## src/design/owsrch_pkg.sv

```systemverilog
// Shared types and constants for the 1-Wire device code search engine.
`timescale 1ns / 1ps
package owsrch_pkg;

  // Default for the pass limit of one enumeration
  localparam int unsigned MAX_PASSES_DEF = 255;

  localparam int unsigned CODE_BITS = 64;
  localparam int unsigned POS_W     = 7;
  localparam int unsigned IDX_W     = 6;
  localparam int unsigned BYTE_W    = 8;

  localparam logic [POS_W-1:0] START_MARK = 7'd65;
  localparam logic [POS_W-1:0] FULL_POS   = 7'd64;

  // Reset values of the configuration registers and the saturation value of the found count
  localparam logic [BYTE_W-1:0] SEARCH_CMD_RST = 8'd240;
  localparam logic [BYTE_W-1:0] DEV_LIMIT_RST  = 8'd20;
  localparam logic [BYTE_W-1:0] COUNT_MAX      = 8'hff;

  // Configuration register indexes
  typedef enum logic [0:0] {
    REG_SEARCH_COMMAND = 1'b0,
    REG_DEVICE_LIMIT   = 1'b1
  } reg_idx_e;

  // Input item opcodes
  typedef enum logic [1:0] {
    OP_BEGIN = 2'd0,
    OP_PASS  = 2'd1,
    OP_BIT   = 2'd2
  } op_e;

  // Result kinds
  typedef enum logic [1:0] {
    KIND_CMD  = 2'd0,
    KIND_DIR  = 2'd1,
    KIND_CODE = 2'd2,
    KIND_DONE = 2'd3
  } kind_e;

  // One result beat as held in the output queue
  typedef struct packed {
    logic                 last;
    kind_e                kind;
    logic [BYTE_W-1:0]    cmd;
    logic                 dir;
    logic [CODE_BITS-1:0] code;
    logic [BYTE_W-1:0]    count;
    logic                 err;
  } res_t;

  localparam int unsigned RES_PER_ITEM = 3;
  localparam int unsigned QDEPTH       = 4;
  localparam int unsigned QPTR_W       = 2;
  localparam int unsigned QCNT_W       = 3;

  // Build one result beat; last is filled in later
  function automatic res_t mk_res(kind_e kind, logic [BYTE_W-1:0] cmd, logic dir,
                                  logic [CODE_BITS-1:0] code,
                                  logic [BYTE_W-1:0] count, logic err);
    res_t r;
    r.last  = 1'b0;
    r.kind  = kind;
    r.cmd   = cmd;
    r.dir   = dir;
    r.code  = code;
    r.count = count;
    r.err   = err;
    return r;
  endfunction

endpackage

```

## src/design/onewire_rom_search_engine_top.sv

```systemverilog
// Top level of the 1-Wire device code search engine.
//
//  channel  | dir | handshake                  | payload
//  ---------+-----+----------------------------+-----------------------------------
//  s_axis   | in  | s_axis_tvalid/tready       | tuser opcode, tdata bit pair/presence
//  m_axis   | out | m_axis_tvalid/tready       | tuser kind, tdata result, tlast
//  cfg      | in  | cfg_valid_i/cfg_ready_o    | cfg_index_i, cfg_data_i
//
// An input beat updates the search state in the cycle it is accepted and pushes
// zero to three result beats into a four-entry output queue; results leave at
// one beat per cycle while m_axis_tready is high. A new input beat is taken every
// cycle while the queue holds at most one result, so one item per cycle when
// results are drained. Reset is asynchronous, active low; the config port never stalls.
`timescale 1ns / 1ps
module onewire_rom_search_engine_top
  import owsrch_pkg::*;
#(
  parameter int unsigned MAX_PASSES = MAX_PASSES_DEF
) (
  input  logic        clk_i,
  input  logic        rst_ni,
  // input stream
  input  logic        s_axis_tvalid,
  output logic        s_axis_tready,
  input  logic [1:0]  s_axis_tuser,   // [1:0] opcode
  input  logic [7:0]  s_axis_tdata,   // [0] presence, [1] id_bit, [2] complement_bit
  // result stream
  output logic        m_axis_tvalid,
  input  logic        m_axis_tready,
  output logic [1:0]  m_axis_tuser,   // [1:0] kind
  output logic [87:0] m_axis_tdata,   // [7:0] command_byte, [8] direction_bit,
                                      // [72:9] rom_code, [80:73] found_count,
                                      // [81] bus_error, [87:82] zero
  output logic        m_axis_tlast,   // last_of_run
  // configuration writes
  input  logic        cfg_valid_i,
  output logic        cfg_ready_o,
  input  logic        cfg_index_i,
  input  logic [7:0]  cfg_data_i
);

  localparam int unsigned PASS_W = $clog2(MAX_PASSES + 1);
  localparam logic [PASS_W-1:0] PASS_LIMIT = PASS_W'(MAX_PASSES);

  // Configuration registers
  logic [BYTE_W-1:0] search_cmd_q, dev_limit_q;

  // Search state
  logic [CODE_BITS-1:0] prev_code_q, prev_code_d;
  logic [CODE_BITS-1:0] asm_code_q, asm_code_d;
  logic [POS_W-1:0]     mark_q, mark_d;
  logic [POS_W-1:0]     next_mark_q, next_mark_d;
  logic [POS_W-1:0]     pos_q, pos_d;
  logic [BYTE_W-1:0]    found_q, found_d;
  logic [PASS_W-1:0]    passes_q, passes_d;
  logic                 active_q, active_d;

  // Output queue
  res_t               queue_q [QDEPTH];
  logic [QPTR_W-1:0]  wptr_q, rptr_q;
  logic [QCNT_W-1:0]  cnt_q;
  res_t               res [RES_PER_ITEM];
  logic [1:0]         nres;

  logic in_fire, out_fire;
  logic in_range;

  assign cfg_ready_o   = 1'b1;
  assign s_axis_tready = (cnt_q <= QCNT_W'(1));
  assign in_fire       = s_axis_tvalid & s_axis_tready;
  assign out_fire      = m_axis_tvalid & m_axis_tready;
  assign in_range      = (pos_q != '0) && (pos_q <= FULL_POS);

  // Config register writes
  always_ff @(posedge clk_i or negedge rst_ni) begin
    if (!rst_ni) begin
      search_cmd_q <= SEARCH_CMD_RST;
      dev_limit_q  <= DEV_LIMIT_RST;
    end else if (cfg_valid_i) begin
      unique case (reg_idx_e'(cfg_index_i))
        REG_SEARCH_COMMAND: search_cmd_q <= cfg_data_i;
        REG_DEVICE_LIMIT:   dev_limit_q  <= cfg_data_i;
      endcase
    end
  end

  // Search step: next state and the results of the accepted beat
  always_comb begin
    logic [IDX_W-1:0]     idx;
    logic                 b;
    logic                 done;
    logic [CODE_BITS-1:0] asm_new;
    logic [BYTE_W-1:0]    found_new;
    logic [PASS_W-1:0]    pass_new;

    prev_code_d = prev_code_q;
    asm_code_d  = asm_code_q;
    mark_d      = mark_q;
    next_mark_d = next_mark_q;
    pos_d       = pos_q;
    found_d     = found_q;
    passes_d    = passes_q;
    active_d    = active_q;
    nres        = 2'd0;
    for (int k = 0; k < RES_PER_ITEM; k++) res[k] = '0;

    idx       = IDX_W'(FULL_POS - pos_q);
    b         = s_axis_tdata[1];
    done      = 1'b0;
    asm_new   = asm_code_q;
    found_new = found_q;
    pass_new  = passes_q;

    if (in_fire) begin
      case (s_axis_tuser)
        OP_BEGIN: begin
          found_d     = '0;
          passes_d    = '0;
          prev_code_d = '0;
          asm_code_d  = '0;
          mark_d      = START_MARK;
          next_mark_d = '0;
          pos_d       = '0;
          active_d    = 1'b1;
        end
        OP_PASS: begin
          if (active_q) begin
            nres = 2'd1;
            if (!s_axis_tdata[0]) begin
              active_d = 1'b0;
              pos_d    = '0;
              res[0]   = mk_res(KIND_DONE, '0, 1'b0, '0, found_q, 1'b1);
            end else begin
              asm_code_d  = '0;
              next_mark_d = '0;
              pos_d       = FULL_POS;
              res[0]      = mk_res(KIND_CMD, search_cmd_q, 1'b0, '0, found_q, 1'b0);
            end
          end
        end
        OP_BIT: begin
          if (active_q && in_range) begin
            nres = 2'd1;
            if (s_axis_tdata[1] && s_axis_tdata[2]) begin
              // both slots high: nobody answered
              prev_code_d = '0;
              active_d    = 1'b0;
              pos_d       = '0;
              res[0]      = mk_res(KIND_DONE, '0, 1'b0, '0, found_q, 1'b1);
            end else begin
              // collision: take the one branch unless it was explored
              if (!s_axis_tdata[1] && !s_axis_tdata[2]) begin
                if ((mark_q > pos_q) || (prev_code_q[idx] && (mark_q != pos_q))) begin
                  b           = 1'b1;
                  next_mark_d = pos_q;
                end else begin
                  b = 1'b0;
                end
              end
              asm_new    = asm_code_q | (CODE_BITS'(b) << idx);
              asm_code_d = asm_new;
              pos_d      = pos_q - POS_W'(1);
              res[0]     = mk_res(KIND_DIR, '0, b, '0, found_q, 1'b0);

              // end of pass
              if (pos_q == POS_W'(1)) begin
                prev_code_d = asm_new;
                mark_d      = next_mark_d;
                if (passes_q < PASS_LIMIT) pass_new = passes_q + PASS_W'(1);
                passes_d = pass_new;
                if (asm_new[7:0] != '0) begin
                  if (found_q != COUNT_MAX) found_new = found_q + BYTE_W'(1);
                  res[1] = mk_res(KIND_CODE, '0, 1'b0, asm_new, found_new, 1'b0);
                  nres   = 2'd2;
                  if (found_new >= dev_limit_q) done = 1'b1;
                end
                found_d = found_new;
                if ((next_mark_d == '0) || (pass_new >= PASS_LIMIT)) done = 1'b1;
                if (done) begin
                  active_d = 1'b0;
                  if (nres == 2'd2) begin
                    res[2] = mk_res(KIND_DONE, '0, 1'b0, '0, found_new, 1'b0);
                    nres   = 2'd3;
                  end else begin
                    res[1] = mk_res(KIND_DONE, '0, 1'b0, '0, found_new, 1'b0);
                    nres   = 2'd2;
                  end
                end
              end
            end
          end
        end
        default: ;
      endcase
    end

    // mark the final beat of this item
    for (int k = 0; k < RES_PER_ITEM; k++) begin
      res[k].last = (32'(k) + 32'd1 == 32'(nres));
    end
  end

  // Search state registers
  always_ff @(posedge clk_i or negedge rst_ni) begin
    if (!rst_ni) begin
      prev_code_q <= '0;
      asm_code_q  <= '0;
      mark_q      <= START_MARK;
      next_mark_q <= '0;
      pos_q       <= FULL_POS;
      found_q     <= '0;
      passes_q    <= '0;
      active_q    <= 1'b0;
    end else begin
      prev_code_q <= prev_code_d;
      asm_code_q  <= asm_code_d;
      mark_q      <= mark_d;
      next_mark_q <= next_mark_d;
      pos_q       <= pos_d;
      found_q     <= found_d;
      passes_q    <= passes_d;
      active_q    <= active_d;
    end
  end

  // Queue storage: up to three beats written per cycle
  always_ff @(posedge clk_i) begin
    for (int k = 0; k < RES_PER_ITEM; k++) begin
      if (32'(k) < 32'(nres)) queue_q[wptr_q + QPTR_W'(k)] <= res[k];
    end
  end

  // Queue pointers and fill count
  always_ff @(posedge clk_i or negedge rst_ni) begin
    if (!rst_ni) begin
      wptr_q <= '0;
      rptr_q <= '0;
      cnt_q  <= '0;
    end else begin
      wptr_q <= wptr_q + QPTR_W'(nres);
      if (out_fire) rptr_q <= rptr_q + QPTR_W'(1);
      cnt_q <= cnt_q + QCNT_W'(nres) - QCNT_W'(out_fire);
    end
  end

  // Result beat at the queue head
  res_t head;
  assign head          = queue_q[rptr_q];
  assign m_axis_tvalid = (cnt_q != '0);
  assign m_axis_tuser  = head.kind;
  assign m_axis_tlast  = head.last;
  assign m_axis_tdata  = {6'd0, head.err, head.count, head.code, head.dir, head.cmd};

  // Checks
  a_queue_bound: assert property (@(posedge clk_i) disable iff (!rst_ni)
    cnt_q <= QCNT_W'(QDEPTH))
    else $error("result queue overfilled");

  a_pos_bound: assert property (@(posedge clk_i) disable iff (!rst_ni)
    pos_q <= FULL_POS)
    else $error("bit position out of range");

  a_pass_bound: assert property (@(posedge clk_i) disable iff (!rst_ni)
    passes_q <= PASS_LIMIT)
    else $error("pass count beyond limit");

  a_bit_result: assert property (@(posedge clk_i) disable iff (!rst_ni)
    (in_fire && (s_axis_tuser == OP_BIT) && active_q && in_range) |=> (cnt_q != '0))
    else $error("bit pair gave no result");

endmodule

```

## config.mk

```make
export PLATFORM = sky130hd
export DESIGN_NAME = onewire_rom_search_engine_top
export DESIGN_NICKNAME = d
export VERILOG_FILES = /design/src/design/owsrch_pkg.sv /design/src/design/onewire_rom_search_engine_top.sv
export SDC_FILE = /design/constraint.sdc
export NUM_CORES = 1
export LEC_CHECK = 0
export BUFFER_PORTS_ARGS = -buffer_cell sky130_fd_sc_hd__buf_2
export CAP_MARGIN = 5
export CORE_MARGIN = 5
export CORE_UTILIZATION = 45
export CTS_BUF_LIST = sky130_fd_sc_hd__clkbuf_16
export CTS_CLUSTER_DIAMETER = 150
export DETAILED_ROUTE_END_ITERATION = 8
export GPL_ROUTABILITY_DRIVEN = 0
export HOLD_SLACK_MARGIN = 0.12
export SLEW_MARGIN = 20
export SYNTH_ARGS = -nofsm -noshare
export SYNTH_HDL_FRONTEND = slang
export SYNTH_SLANG_ARGS = --single-unit
export TNS_END_PERCENT = 5
```

## constraint.sdc

```tcl
create_clock -name clk_i -period 9.7 [get_ports clk_i]
set_input_delay 1.455 -clock clk_i [delete_from_list [all_inputs] [get_ports clk_i]]
set_output_delay 1.455 -clock clk_i [all_outputs]
set_load 0.02 [all_outputs]
```

==> results of run 1 <==
cell usage after synthesis (all sizes together), types with 14 or more instances:
cell     count
dfxtp      296
a21oi      196
nor2       220
a22o        96
nand2      350
clkbuf      90
o21ai      278
ha          30
mux4        94
edfxtp      44
mux2        20
buf         62
inv         46
xnor2       14
nand3       29
dfrtp      180
a2bb2oi     16
nor3        14
sequential cells by signal (all words and copies together), names as in the netlist, 7 cells and up:
| name | cells |
|---|---|
| asm_code_q | 64 |
| dev_limit_q | 8 |
| found_q | 8 |
| mark_q | 7 |
| next_mark_q | 7 |
| passes_q | 8 |
| pos_q | 7 |
| prev_code_q | 64 |
| queue_q | 340 |
| search_cmd_q | 8 |
logic make-up (layout without fill, tap and decap cells):
logic type | Yosys count | in the layout | synth area share (%)
and+or+nand+nor | 680 | 680 | 12.5
AOI/OAI and AO/OA | 675 | 675 | 18.3
DFF | 529 | 529 | 52.4
buffers and inverters | 198 | 292 | 3.69
muxes | 123 | 123 | 10.6
adders and majority gates | 31 | 31 | 1.73
xor gates and xnor gates | 18 | 18 | 0.836
other | 2 | 7 | 0.0328
path summary, 6_finish.rpt:
check	startpoint	end	slack (ps)	cells past startpoint
max in group asynchronous	rst_ni	prev_code_q[1]	7480	2
max	pos_q[0]	queue_q[1][82]	1930	18
min in group asynchronous	rst_ni	found_q[5]	890	1
min reg2reg	queue_q[2][69]	queue_q[2][69]	440	2
min	queue_q[2][69]	queue_q[2][69]	440	2
max reg2reg	pos_q[0]	queue_q[1][82]	1930	18
power breakdown:
part	switching, mW	total [mW]	internal, mW
clock network	0.876	2.02	1.14
registers	0.160	2.47	2.31
logic	1.34	1.99	0.653
total	2.37	6.47	4.10
routing by layer:
layer	up-vias	routed length, µm	GRT usage (%)
met3	104	3870	2.73
met1	8877	28800	32.4
met4	0	1630	6.74
met5	-	0	0
li1	8159	-	-
met2	577	31500	38.5
through the flow:
| stage | setup WS [ps] | power, mW | hold slack (ps) |
|---|---|---|---|
| floorplan | 4460 | 3.86 | 420 |
| global placement | 2080 | 4.46 | 429 |
| detailed placement | 2050 | 4.48 | 437 |
| CTS | 2010 | 6.50 | 450 |
| global route | 1520 | 6.78 | 468 |
| finish | 1930 | 6.47 | 444 |
cell type report:
| cell class | count | area [µm²] | share of cell area, % |
|---|---|---|---|
| clock inverter | 48 | 297 | 1.15 |
| timing repair buffer | 141 | 808 | 3.15 |
| inverter | 46 | 173 | 0.672 |
| tap | 672 | 841 | 3.27 |
| multi-input combinational | 1534 | 10200 | 39.5 |
| sequential | 529 | 12000 | 46.7 |
| clock buffer | 57 | 1430 | 5.55 |
worst max-delay path, delay by kind of cell, from the launching register on:
kind / cells / cell delay [ps]
AOI/OAI and AO/OA: 3 / 1030
adders and majority gates: 2 / 1400
buffers and inverters: 5 / 1980
DFF: 1 / 320
muxes: 2 / 550
and+or+nand+nor: 6 / 2080
==> out/qor.txt, run 1 <==
Post-synth EDFFs - 44
die area - 55500 µm²
vias in the first global route - 17600
cell count after synthesis - 2256
fraction of registers with async set/reset - 35.7%
post-synth cell types - 83
Seq/Total Area, Yosys - 52.4%
Final #Nets - 2363
RSZ-0062 raised after global routing - false
largest area contributor in the netlist - dfxtp_1
crit-path max FO - 53
CTS Buf Count - 56
CTS clock-pin slew for the worst setup and hold paths - 60 ps
Worst Tran Pin Value - 1190 ps
ANT nets after route - 0
Post-CTS Setup Repair Bufs - 0
First-pass DRT Iterations - 5
max-slew violation count - 0
mapped cell area - 22900 µm²
Leakage - 10.4 nW
final instance area - 25700 µm²
first-pass GRT wire length - 103 mm
layout cell share with drive strength beyond 1 - 16.4%
max frequency - 129 MHz
Root Driver - clkbuf_16
CTS tree - done
status - finished, final reports clean
Layout area overhead - 12.3%
H-Tree Depth - 2
clk buf depth - 3
main flop type after synthesis - dfxtp_1
fin cells - 3027
skew final - 22.5 ps
CTS Sinks - 529
top cell type's share of synthesized area - 25.9%
Die Ht - 236 µm
Critical Path RT - 9940 ps
port bufs - 105
peak supply drop - 0.167 mV
first-iteration detailed-routing DRC count - 1350
syn avg cell area - 10.1 µm²
crit path max-delay cell type - ha_1
ranking of synthesized cells by area - dfxtp_1, dfrtp_1, mux4_2
largest net degree at the start of global routing - 110
max incr delay on CP - 1120 ps
WS Path Type - flop to flop
Skew-Pair Late Insertion Delay - 610 ps
Horiz. Die Dim - 236 µm
Fill cells - 4542
Post-Route WL - 65.8 mm
commonest non-fill, non-tap cells in the layout - nand2_1, dfxtp_1, o21ai_0
type of origin of the critical path - flop
I/O pin cnt - 118
vias per cell - 5.85
CP Data Arrival Time - 8000 ps
drt wl/cell - 21.7 µm
drt drc - 0
final setup vio count - 0
Tmin final - 7770 ps
synth warn - 0
GR Overflow Total - 0
core area - 50300 µm²
worst path cell trace - buf_4 -> inv_1 -> ha_1 -> mux4_2 -> mux2_2 -> o32a_1 -> o221ai_1 -> and3_1 -> o21ai_2 -> inv_2 -> ha_1 -> nand2b_1 -> nor4_4 -> nand2_1 -> nand2_2 -> nor2_4 -> buf_4 -> inv_1
Vias - 17700
Final Hold Vio Count - 0
# rows - 82
initial antenna violation count - 1
Worst Setup End Kind - flop
placed insts - 2922
Post-Route Utilization - 51.1%
Power Density - 252 nW/µm²
synthesis-stage register bit count - 529
period utilization - 80.1%
hold buffers post-CTS - 0
Resize count post-CTS - 0
Slew headroom - 20.5%
Starting Density - 45.5%
Hold WC Path Type - flop to flop
DPL Wire Length - 41.3 mm
DP Area - 24000 µm²
Total GRT Usage - 23.2%
max-cap viol count - 0
number of diodes - 0
commonest non-fill, non-tap cell in the layout - nand2_1
Fin Setup TNS - 0 ps
Note: power is estimated with default switching activity, not from simulation.
==> run 2: changes to the inputs <==
clock period = 6.71 ns   (was 9.7 ns; I/O delays follow)
==> run 2 against run 1 <==
Global-route usage is 0.064 points lower; total power is 45% higher; sequential share of layout area is 0.24 points lower; fmax is 27% higher; first-iteration DRC count is 4.0% lower; wire length is 0.16% lower; largest power group unchanged; clock power is 44% higher; via count is 0.50% higher; sequential power is 47% higher; critical path depth is 1 higher; core utilization is 0.27 points higher; clock skew is 2.4 ps lower.
==> out/qor.txt, run 2 (synthesis results as in run 1) <==
final setup vio count - 0 (unchanged)
max-cap viol count - 0 (unchanged)
ANT nets after route - 0 (unchanged)
worst path cell trace - inv_1 -> ha_1 -> or3b_1 -> xnor2_1 -> nand2_1 -> o221ai_1 -> o221ai_2 -> o21a_4 -> o211a_4 -> nand2_1 -> inv_1 -> ha_1 -> nand2b_1 -> nor4_4 -> nand2_1 -> o21ai_1 -> buf_4 -> nor2_4 -> inv_1
Worst Tran Pin Value - 949 ps (-239 ps)
largest net degree at the start of global routing - 105 (-4.5%)
core area - 50300 µm² (unchanged)
worst r2r path cells - 19 (+1)
RSZ-0062 raised after global routing - false
CP Data Arrival Time - 6370 ps (-1630 ps)
register share of total power - 38.8% (+0.7 points)
Die Ht - 236 µm (unchanged)
drt wl/cell - 21.6 µm (-0.62%)
Largest delay share family, worst path - simple AND/OR/NAND/NOR gates
status - finished, final reports clean
commonest non-fill, non-tap cell in the layout - nand2_1
clk buf depth - 3 (unchanged)
WS Path Type - flop to flop
# rows - 82 (unchanged)
Resize count post-CTS - 0 (unchanged)
crit path max-delay cell type - or3b_1
internal power - 5.92 mW (+44%)
GR Overflow Total - 0 (unchanged)
combinational share of power - 30.3% (-0.4 points)
Worst Setup End Kind - flop
final setup margin - 585 ps (-1350 ps)
WP buf/inv - 4 (-1)
Post-Route WL - 65.7 mm (-0.16%)
hold slack - 447 ps (+3.08 ps)
Horiz. Die Dim - 236 µm (unchanged)
hold path depth - 2 (unchanged)
Design Power - 9.39 mW (+45%)
max incr delay on CP - 550 ps (-570 ps)
Critical Path RT - 6950 ps (-2990 ps)
period utilization - 91.3% (+11 points)
hold_sp - queue_q[0][26]
commonest non-fill, non-tap cells in the layout - nand2_1, dfxtp_1, o21ai_0
Layout area overhead - 12.8%
Fin Setup TNS - 0 ps (unchanged)
max frequency - 163 MHz (+27%)
P_sw - 3.47 mW (+46%)
Power Density - 363 nW/µm² (+44%)
crit-path max FO - 12 (-77%)
hold buffers post-CTS - 0 (unchanged)
drt drc - 0 (unchanged)
Tmin final - 6130 ps (-1640 ps)
CTS clock-pin slew for the worst setup and hold paths - 60 ps (about the same)
first-iteration detailed-routing DRC count - 1296 (-4.0%)
port bufs - 105 (unchanged)
crit path from - pos_q[1]
Hold WC Path Type - flop to flop
Post-CTS Setup Repair Bufs - 0 (unchanged)
Root Driver - clkbuf_16
Skew-Pair Late Insertion Delay - 620 ps (about the same)
layout cell share with drive strength beyond 1 - 17.1% (+0.75 points)
Final #Nets - 2376 (+0.55%)
Vias - 17800 (+0.50%)
Fill cells - 4525 (-0.37%)
max-slew violation count - 0 (unchanged)
CTS Buf Count - 56 (unchanged)
Most flops, register - queue_q
Leakage - 10.5 nW (+0.72%)
Clk pwr share - 30.9% (-0.2 points)
DPL Wire Length - 42.3 mm (+2.3%)
number of diodes - 0 (unchanged)
Net Sw Frac - 37.0% (+0.29 points)
CTS Sinks - 529 (unchanged)
Total GRT Usage - 23.1% (-0.064 points)
pre-CTS setup slack - 601 ps (-1450 ps)
reg2reg start - pos_q[1]
vias in the first global route - 17700 (+0.72%)
CTS tree - done
type of origin of the critical path - flop
First-pass DRT Iterations - 5 (unchanged)
Largest regs - queue_q (340), asm_code_q (64), prev_code_q (64)
peak supply drop - 0.241 mV (+44%)
vias per cell - 5.86 (about the same)
skew final - 20.2 ps (-2.37 ps)
first-pass GRT wire length - 103 mm (about the same)
Final Hold Vio Count - 0 (unchanged)
Starting Density - 45.5% (unchanged)
die area - 55500 µm² (unchanged)
H-Tree Depth - 2 (unchanged)
I/O pin cnt - 118 (unchanged)
Slew headroom - 36.7% (+16 points)
initial antenna violation count - 1 (unchanged)
Largest register FFs - 340 (unchanged)
Crit path depth - 19 (+1)
[run 2: tightest hold or removal path, stage by stage, from the launching register on]
cell and delay [ps]:
dfxtp_1 310, nand2_1 50, o21ai_1 50
[run 2: through the flow]
step / instance area, µm² / std cells / util (%)
after global placement: 24100 / 2935 / 47.9
after detailed placement: 24100 / 2935 / 47.9
final: 25800 / 3041 / 51.4
after CTS: 25800 / 3041 / 51.3
after floorplan: 22900 / 2261 / -
after global routing: 25800 / 3041 / 51.4
[run 2: layout make-up]
| cell class | instances | area [µm²] | area share (%) |
|---|---|---|---|
| clock buffer | 60 | 1500 | 5.81 |
| inverter | 46 | 173 | 0.668 |
| multi-input combinational | 1534 | 10200 | 39.4 |
| clock inverter | 46 | 216 | 0.838 |
| tap | 672 | 841 | 3.25 |
| timing repair buffer | 154 | 940 | 3.64 |
| sequential | 529 | 12000 | 46.4 |
[run 2: worst paths after layout]
kind / slack [ps] / to
min in group asynchronous: 490 / found_q[5]
setup / recovery: 580 / queue_q[0][8]
setup reg to reg: 580 / queue_q[0][8]
hold reg to reg: 450 / queue_q[0][26]
max in group asynchronous: 5000 / asm_code_q[21]
hold / removal: 450 / queue_q[0][26]
[run 2: routing by layer]
layer	global-route usage, %	routed length (µm)	up-vias
li1	-	-	8217
met1	31.2	28600	8924
met2	38.7	31600	533
met3	3.33	3340	132
met4	7.72	2080	0
met5	0	0	-
[run 2: power by group through the flow]
| stage | Combinational (mW) | Sequential, mW | Clock, mW |
|---|---|---|---|
| finish | 2.85 | 3.64 | 2.90 |
| global route | 3.06 | 3.67 | 3.09 |
| CTS | 2.82 | 3.64 | 2.95 |
| global placement | 2.78 | 3.70 | 0 |
| floorplan | 2.11 | 3.47 | 0 |
| detailed placement | 2.82 | 3.71 | 0 |
